==> src/sv/rfc_pkg.sv <==
// Shared types and constants for the reply frame checker.
// Holds the word layouts, the frame layout positions and the verdict codes.
// No dependencies.
package rfc_pkg;

	// Input word codes.
	localparam logic OP_BYTE    = 1'b0;
	localparam logic OP_RESTART = 1'b1;

	// Result word kinds.
	localparam logic KIND_CONTENT = 1'b0;
	localparam logic KIND_VERDICT = 1'b1;

	// Verdict codes.
	localparam logic [2:0] VERDICT_OK        = 3'd0;
	localparam logic [2:0] VERDICT_BAD_START = 3'd1;
	localparam logic [2:0] VERDICT_BAD_ADDR  = 3'd2;
	localparam logic [2:0] VERDICT_BAD_LEN   = 3'd3;
	localparam logic [2:0] VERDICT_BAD_SUM   = 3'd4;

	// Start code bytes.
	localparam logic [7:0] START_HI = 8'hEF;
	localparam logic [7:0] START_LO = 8'h01;

	// Byte positions of the frame header.
	localparam logic [3:0] POS_START_HI   = 4'd0;
	localparam logic [3:0] POS_START_LO   = 4'd1;
	localparam logic [3:0] POS_ADDR_LAST  = 4'd5;
	localparam logic [3:0] POS_PACKET_ID  = 4'd6;
	localparam logic [3:0] POS_LEN_HI     = 4'd7;
	localparam logic [3:0] POS_LEN_LO     = 4'd8;
	localparam logic [3:0] HEADER_BYTES   = 4'd9;
	localparam logic [3:0] TRAILER_BYTES  = 4'd2;

	localparam logic [15:0] MIN_LENGTH = 16'd3;

	typedef struct packed {
		logic       operation;
		logic [7:0] data_byte;
	} in_word_t;

	typedef struct packed {
		logic       kind;
		logic [6:0] content_offset;
		logic [7:0] content_byte;
		logic [2:0] verdict;
		logic [7:0] confirm_code;
	} out_word_t;

	// Contents of the input register.
	typedef struct packed {
		logic     valid;
		in_word_t word;
	} stage_t;

	// Result that one input word produces.
	typedef struct packed {
		logic      valid;
		out_word_t word;
	} result_t;

endpackage

==> src/sv/rfc_in_stage.sv <==
// Input register of the reply frame checker.
// Takes one word from the input channel and holds it until the parser uses it.
// Depends on rfc_pkg.
module rfc_in_stage (
	input  logic              clk,
	input  logic              arst_n,
	input  logic              in_valid,
	output logic              in_stall,
	input  rfc_pkg::in_word_t in_data,
	input  logic              take,
	output rfc_pkg::stage_t   stage
);

	logic              valid_s1;
	rfc_pkg::in_word_t word_s1;

	// The register can load when it is empty or its word leaves this cycle.
	assign in_stall = valid_s1 && !take;

	always_ff @(posedge clk or negedge arst_n) begin
		if (!arst_n) begin
			valid_s1 <= 1'b0;
		end else if (!in_stall) begin
			valid_s1 <= in_valid;
		end
	end

	always_ff @(posedge clk) begin
		if (!in_stall && in_valid) begin
			word_s1 <= in_data;
		end
	end

	assign stage.valid = valid_s1;
	assign stage.word  = word_s1;

endmodule

==> src/sv/rfc_parser.sv <==
// Frame parser of the reply frame checker.
// Keeps the frame state and works out the result of one input word.
// Depends on rfc_pkg.
module rfc_parser #(
	parameter int MAX_FRAME_BYTES = 128
) (
	input  logic              clk,
	input  logic              arst_n,
	input  logic              fire,
	input  rfc_pkg::in_word_t word,
	input  logic [31:0]       module_address,
	output rfc_pkg::result_t  result
);

	localparam int PW = $clog2(MAX_FRAME_BYTES);

	logic [PW-1:0] byte_position_q;
	logic [15:0]   frame_length_q;
	logic [15:0]   running_sum_q;
	logic [7:0]    checksum_high_q;
	logic [7:0]    first_content_q;
	logic          frame_finished_q;

	logic [PW-1:0] byte_position_d;
	logic [15:0]   frame_length_d;
	logic [15:0]   running_sum_d;
	logic [7:0]    checksum_high_d;
	logic [7:0]    first_content_d;
	logic          frame_finished_d;

	logic [7:0]  b;
	logic [7:0]  want_addr;
	logic [15:0] full_length;
	logic [16:0] length_end;
	logic [16:0] last_content_end;
	logic [16:0] pos_wide;
	logic [15:0] sum_plus_b;

	assign b           = word.data_byte;
	assign full_length = {frame_length_q[15:8], b};
	assign length_end  = 17'(full_length) + 17'(rfc_pkg::HEADER_BYTES);
	assign pos_wide    = 17'(byte_position_q);
	assign sum_plus_b  = running_sum_q + 16'(b);
	// Position of the high checksum byte.
	assign last_content_end = 17'(frame_length_q) + 17'(rfc_pkg::HEADER_BYTES)
		- 17'(rfc_pkg::TRAILER_BYTES);

	// Address bytes come at positions two through five, most significant first.
	always_comb begin
		case (byte_position_q[1:0])
			2'b10:   want_addr = module_address[31:24];
			2'b11:   want_addr = module_address[23:16];
			2'b00:   want_addr = module_address[15:8];
			2'b01:   want_addr = module_address[7:0];
			default: want_addr = module_address[7:0];
		endcase
	end

	always_comb begin
		byte_position_d  = byte_position_q;
		frame_length_d   = frame_length_q;
		running_sum_d    = running_sum_q;
		checksum_high_d  = checksum_high_q;
		first_content_d  = first_content_q;
		frame_finished_d = frame_finished_q;
		result           = '0;

		if (word.operation == rfc_pkg::OP_RESTART) begin
			byte_position_d  = '0;
			frame_length_d   = '0;
			running_sum_d    = '0;
			checksum_high_d  = '0;
			first_content_d  = '0;
			frame_finished_d = 1'b0;
		end else if (!frame_finished_q) begin
			byte_position_d = byte_position_q + 1'b1;
			result.word.kind = rfc_pkg::KIND_VERDICT;

			if (byte_position_q == PW'(rfc_pkg::POS_START_HI)) begin
				if (b != rfc_pkg::START_HI) begin
					result.valid        = 1'b1;
					result.word.verdict = rfc_pkg::VERDICT_BAD_START;
				end
			end else if (byte_position_q == PW'(rfc_pkg::POS_START_LO)) begin
				if (b != rfc_pkg::START_LO) begin
					result.valid        = 1'b1;
					result.word.verdict = rfc_pkg::VERDICT_BAD_START;
				end
			end else if (byte_position_q <= PW'(rfc_pkg::POS_ADDR_LAST)) begin
				if (b != want_addr) begin
					result.valid        = 1'b1;
					result.word.verdict = rfc_pkg::VERDICT_BAD_ADDR;
				end
			end else if (byte_position_q <= PW'(rfc_pkg::POS_LEN_LO)) begin
				// Packet id and length bytes count toward the checksum.
				running_sum_d = sum_plus_b;
				if (byte_position_q == PW'(rfc_pkg::POS_LEN_HI)) begin
					frame_length_d = {b, 8'h00};
				end else if (byte_position_q == PW'(rfc_pkg::POS_LEN_LO)) begin
					frame_length_d = full_length;
					if (full_length < rfc_pkg::MIN_LENGTH ||
						length_end > 17'(MAX_FRAME_BYTES)) begin
						result.valid        = 1'b1;
						result.word.verdict = rfc_pkg::VERDICT_BAD_LEN;
					end
				end
			end else if (pos_wide < last_content_end) begin
				running_sum_d = sum_plus_b;
				if (byte_position_q == PW'(rfc_pkg::HEADER_BYTES)) begin
					first_content_d = b;
				end
				result.valid               = 1'b1;
				result.word.kind           = rfc_pkg::KIND_CONTENT;
				result.word.content_offset =
					7'(byte_position_q - PW'(rfc_pkg::HEADER_BYTES));
				result.word.content_byte   = b;
			end else if (pos_wide == last_content_end) begin
				checksum_high_d = b;
			end else begin
				result.valid = 1'b1;
				if ({checksum_high_q, b} == running_sum_q) begin
					result.word.verdict      = rfc_pkg::VERDICT_OK;
					result.word.confirm_code = first_content_q;
				end else begin
					result.word.verdict = rfc_pkg::VERDICT_BAD_SUM;
				end
			end

			if (result.valid && result.word.kind == rfc_pkg::KIND_VERDICT) begin
				frame_finished_d = 1'b1;
			end
		end
	end

	always_ff @(posedge clk or negedge arst_n) begin
		if (!arst_n) begin
			byte_position_q  <= '0;
			frame_length_q   <= '0;
			running_sum_q    <= '0;
			checksum_high_q  <= '0;
			first_content_q  <= '0;
			frame_finished_q <= 1'b0;
		end else if (fire) begin
			byte_position_q  <= byte_position_d;
			frame_length_q   <= frame_length_d;
			running_sum_q    <= running_sum_d;
			checksum_high_q  <= checksum_high_d;
			first_content_q  <= first_content_d;
			frame_finished_q <= frame_finished_d;
		end
	end

endmodule

==> src/sv/sensor_module_reply_frame_checker_core.sv <==
// Reply frame checker: one received serial byte per word in, at most one
// content or verdict word out per byte. Depends on rfc_pkg, rfc_in_stage and
// rfc_parser.
//
// The block takes one byte every clock cycle unless the input side stalls.
// Each word passes through an input register, the frame parser logic and a
// result register. A result word is loaded into the result register when the
// parser takes its byte from the input register, and the parser waits while the
// result register holds a word that the receiver is stalling. A frame
// is the start code EF 01, four address bytes compared against module_address
// (first byte most significant), a packet id, a 16-bit length, length minus two
// content bytes and a 16-bit checksum; the checksum is the wrapping 16-bit sum
// from the packet id through the last content byte. Every content byte is passed
// out with its offset, and a single verdict word closes the frame at the
// first error or at the low checksum byte; an ok verdict carries the first
// content byte as its confirm code. A length below three, or one whose frame
// would exceed MAX_FRAME_BYTES, is reported as a bad length. After the verdict
// bytes are dropped until a restart word arrives; a frame that stops early
// gives no verdict, so the host is expected to time out. The address register
// should be written only while no frame is in flight; a write does not restart
// the frame in progress. The input side keeps accepting while a result waits,
// and stalls only when the input register holds a word and the result register
// holds one that the receiver is stalling.
module sensor_module_reply_frame_checker_core #(
	parameter int MAX_FRAME_BYTES = 128
) (
	input  logic               clk,
	input  logic               arst_n,
	input  logic               in_valid,
	output logic               in_stall,
	input  rfc_pkg::in_word_t  in_data,
	output logic               out_valid,
	input  logic               out_stall,
	output rfc_pkg::out_word_t out_data,
	input  logic               cfg_write_en,
	input  logic [31:0]        cfg_write_data
);

	logic [31:0]        module_address_q;
	logic               out_valid_q;
	rfc_pkg::out_word_t out_word_q;

	rfc_pkg::stage_t  stage;
	rfc_pkg::result_t result;
	logic             out_free;
	logic             fire;

	// The result register can load when empty or being drained this cycle.
	assign out_free = !out_valid_q || !out_stall;
	assign fire     = stage.valid && out_free;

	rfc_in_stage u_in_stage (
		.clk      (clk),
		.arst_n   (arst_n),
		.in_valid (in_valid),
		.in_stall (in_stall),
		.in_data  (in_data),
		.take     (out_free),
		.stage    (stage)
	);

	rfc_parser #(
		.MAX_FRAME_BYTES (MAX_FRAME_BYTES)
	) u_parser (
		.clk            (clk),
		.arst_n         (arst_n),
		.fire           (fire),
		.word           (stage.word),
		.module_address (module_address_q),
		.result         (result)
	);

	// Address register; resets to all ones.
	always_ff @(posedge clk or negedge arst_n) begin
		if (!arst_n) begin
			module_address_q <= '1;
		end else if (cfg_write_en) begin
			module_address_q <= cfg_write_data;
		end
	end

	// Result register.
	always_ff @(posedge clk or negedge arst_n) begin
		if (!arst_n) begin
			out_valid_q <= 1'b0;
		end else if (out_free) begin
			out_valid_q <= fire && result.valid;
		end
	end

	always_ff @(posedge clk) begin
		if (fire && result.valid) begin
			out_word_q <= result.word;
		end
	end

	assign out_valid = out_valid_q;
	assign out_data  = out_word_q;

endmodule

==> config.mk <==
export PLATFORM = sky130hd
export DESIGN_NAME = sensor_module_reply_frame_checker_core
export DESIGN_NICKNAME = d
export VERILOG_FILES = /design/src/sv/rfc_pkg.sv /design/src/sv/rfc_in_stage.sv /design/src/sv/rfc_parser.sv /design/src/sv/sensor_module_reply_frame_checker_core.sv
export SDC_FILE = /design/constraint.sdc
export NUM_CORES = 1
export LEC_CHECK = 0
export ABC_AREA = 1
export BUFFER_PORTS_ARGS = -buffer_cell sky130_fd_sc_hd__buf_2
export CAP_MARGIN = 20
export CORE_MARGIN = 5
export CORE_UTILIZATION = 45
export DETAILED_ROUTE_END_ITERATION = 7
export GPL_ROUTABILITY_DRIVEN = 0
export HOLD_SLACK_MARGIN = 0.03
export SETUP_SLACK_MARGIN = 0.4
export SYNTH_ARGS = -nofsm -noshare
export SYNTH_HDL_FRONTEND = slang
export SYNTH_SLANG_ARGS = --single-unit
==> constraint.sdc <==
create_clock -name clk -period 5.1 [get_ports clk]
set_input_delay 0 -clock clk [delete_from_list [all_inputs] [get_ports clk]]
set_output_delay 0 -clock clk [all_outputs]
set_load 0.02 [all_outputs]
==> results.toml <==
[grt]
grt_remaining_overflow = 0
antenna_found_initial = 0
grt.total_usage = 0.214
grt_pass1_wl_um = 30800
grt_pass1_vias = 6047
grt_max_degree = 54

[power_and_ir_drop]
ir_worst_vdd_uv = 353
powerDensity_mw_per_mm2 = 400
power_w = 0.00349
p_leak_nw = 3.89

[final_layout]
layout-drive-gt1-share = 0.199
n_antenna_cell = 0
final_common_cell = "nand2_1"
final_nets = 1028
mostFrequentLayoutCells = "nand2_1 (171), inv_1 (97), nor2_1 (90), buf_2 (73), nand3_1 (65)"
syn2layout_area_growth_pct = 22.9

[critical_path]
critPathTopFamily = "simple AND/OR/NAND/NOR gates"
crit_chain = "inv_1 -> ha_1 -> a21oi_1 -> xor2_1 -> ha_1 -> a21oi_1 -> o21ai_0 -> o21bai_1 -> nand2_1 -> nand3_2 -> nor2_4 -> nand2_1 -> nand2_1 -> nand2_1 -> nand2_1 -> nand3_1 -> nand2_1 -> nor2_2 -> buf_4"
path_common_cell = "nand2_1"
cp_slowest_cell = "nor2_2"
worstSetupPathType = "flop to flop"
reg2regPathDepth = 19
worstPathMaxFanout = 19
startpoint_type = "flop"
rrSetupSlack_ns = 1.53
reg2reg_to = "out_data[24]"
slowest_delay_ns = 0.40
crit_required_ns = 5.20
cp.depth = 19
rr_startpoint = "u_parser.frame_length_q[0]"
critPathBufInv = 2
end_kind = "flop"
cp.arrival_ns = 3.67
startpoint = "u_parser.frame_length_q[0]"

[clocking]
cts.clk_slew.worst_paths_ns = 0.06
clock_path_buffers = 2
clk_latency_ns = 0.42
cts_tree = "done"
cts_max_level = 4
numCtsBuffers = 17
root_buffer = "clkbuf_16"
clkSinkCount = 126

[synthesis]
synth_mux_area_frac = 0.0380
ys_async_sr_fraction = 0.714
ys_warn_count = 0
synth-compound-area-share = 0.101
synthAdderAreaFrac = 0.0398
syn_avg_cell_area_um2 = 8.46
syn_nets = 908
ys_ff_latch = 126
synth_cell_types = 47
seq_area_frac_synth = 0.475
synth-simple-area-share = 0.250
synthFlopType = "dfrtp_1"
synth_edf_count = 36
synth_top_family_by_area = "simple AND/OR/NAND/NOR gates"
synthXorXnorAreaFrac = 0.0284
synth_area_mm2 = 0.00710
syn_inst = 840

[timing]
rsz0062_at_grt = "no"
setup_ws_ns = 1.53
skew_ns = 0.00907
worst_pin_slew_ns = 0.903
fmax_mhz = 280
relSlewSlack = 0.396
finalMaxSlewViolations = 0
hold_viol = 0
tns_ns = 0
fin_crit_sh = 0.699
min_period_ns = 3.57
setup_viol_count_final = 0

[place]
dp_slack_ns = 1.52
dp_hpwl_um = 13600
placement.io_buffers = 74

[floorplan]
initial_core_util = 0.454
ioPinCount = 75
die_x_um = 136
fp-row-count = 46
die_height_um = 136
dieArea_mm2 = 0.0184
core_area_mm2 = 0.0157

[detailed_routing]
drc = 0
firstDrtPassIters = 6
wl_um = 18800
first_iter_violations = 406
antenna_left = 0
vias = 6154
routedWlPerCell_um = 15.8
drt-vias-per-instance = 5.18

[outcome]
status = "complete, no violations"

[job]
cap_violations = 0

[worst_hold_path]
hold_class = "input port to async pin"
## what timing repair did
item,4_1_cts,5_1_grt
hold buffers,44,0
buffers inserted,0,0
hold endpoints to repair,80,0
gates resized for setup,0,0
## power breakdown
part,internal (W),switching (W)
Clock,0.000768,0.000507
Sequential,0.00121,0.000107
Combinational,0.000340,0.000557
## layer usage
metal	track usage	vias up	wire length (µm)
met1	0.290	2924	8720
met5	0	-	0
li1	-	3054	-
met3	0.0475	22	915
met2	0.348	154	8890
met4	0.0554	0	247
## cells in the mapped netlist (7+ instances only)
cell      count  area share
o21ai_0      48       0.034
a21oi_1      34       0.024
nor2_2        8      0.0070
xor2_1       18       0.022
nand3_1      65       0.046
o21ai_1      24       0.017
nor2_1       91       0.048
nor3_1       17       0.012
mux2_2       24       0.038
inv_1        97       0.051
dfstp_2      32        0.12
nand2_1     171       0.090
ha_1         21       0.037
nand4_1      14       0.012
edfxtp_1     36        0.15
clkbuf_1      7      0.0037
nor3b_1      11       0.012
dfrtp_1      58        0.20
buf_2         8      0.0056
## how the worst max path moves through the flow
stage | endpoint | slack [ns]
4_1_cts | out_data[21] | 1.51
2_1_floorplan | out_data[0] | 1.35
3_5_place_dp | out_data[21] | 1.52
6_report | out_data[24] | 1.53
5_1_grt | out_data[21] | 1.19
3_3_place_gp | out_data[25] | 1.64
## registers in the layout (all words and copies together), names as in the netlist
signal and cells:
u_parser.frame_length_q 16, module_address_q 32, out_data 27, out_valid 1, u_parser.first_content_q 8, u_parser.checksum_high_q 8
u_in_stage.valid_s1 1, u_in_stage.stage 9, u_parser.frame_finished_q 1, u_parser.byte_position_q 7, u_parser.running_sum_q 16
## cell type report
type / count / area, µm²
clock buffer: 18 / 450
clock inverter: 14 / 170
fill: 1453 / 6930
inverter: 100 / 375
multi-input combinational: 594 / 3250
sequential: 126 / 3370
tap: 216 / 270
timing repair buffer: 121 / 836
## through the flow
stage	std cells	instance area (µm²)	hold WS, ns	utilization
finish	1189	8730	0.108	0.558
global route	1189	8730	0.152	0.558
CTS	1189	8730	0.0929	0.558
detailed placement	1113	7670	-0.00176	0.490
global placement	1113	7670	0.00811	0.490
floorplan	840	7100	-0.296	-
## logic make-up after synthesis
logic type | after synthesis
muxes | 24
adders and majority gates | 22
DFF | 126
AOI/OAI and AO/OA | 127
buffers and inverters | 120
and+or+nand+nor | 398
xor gates and xnor gates | 23
No activity file was read; power rests on OpenSTA's default activity.
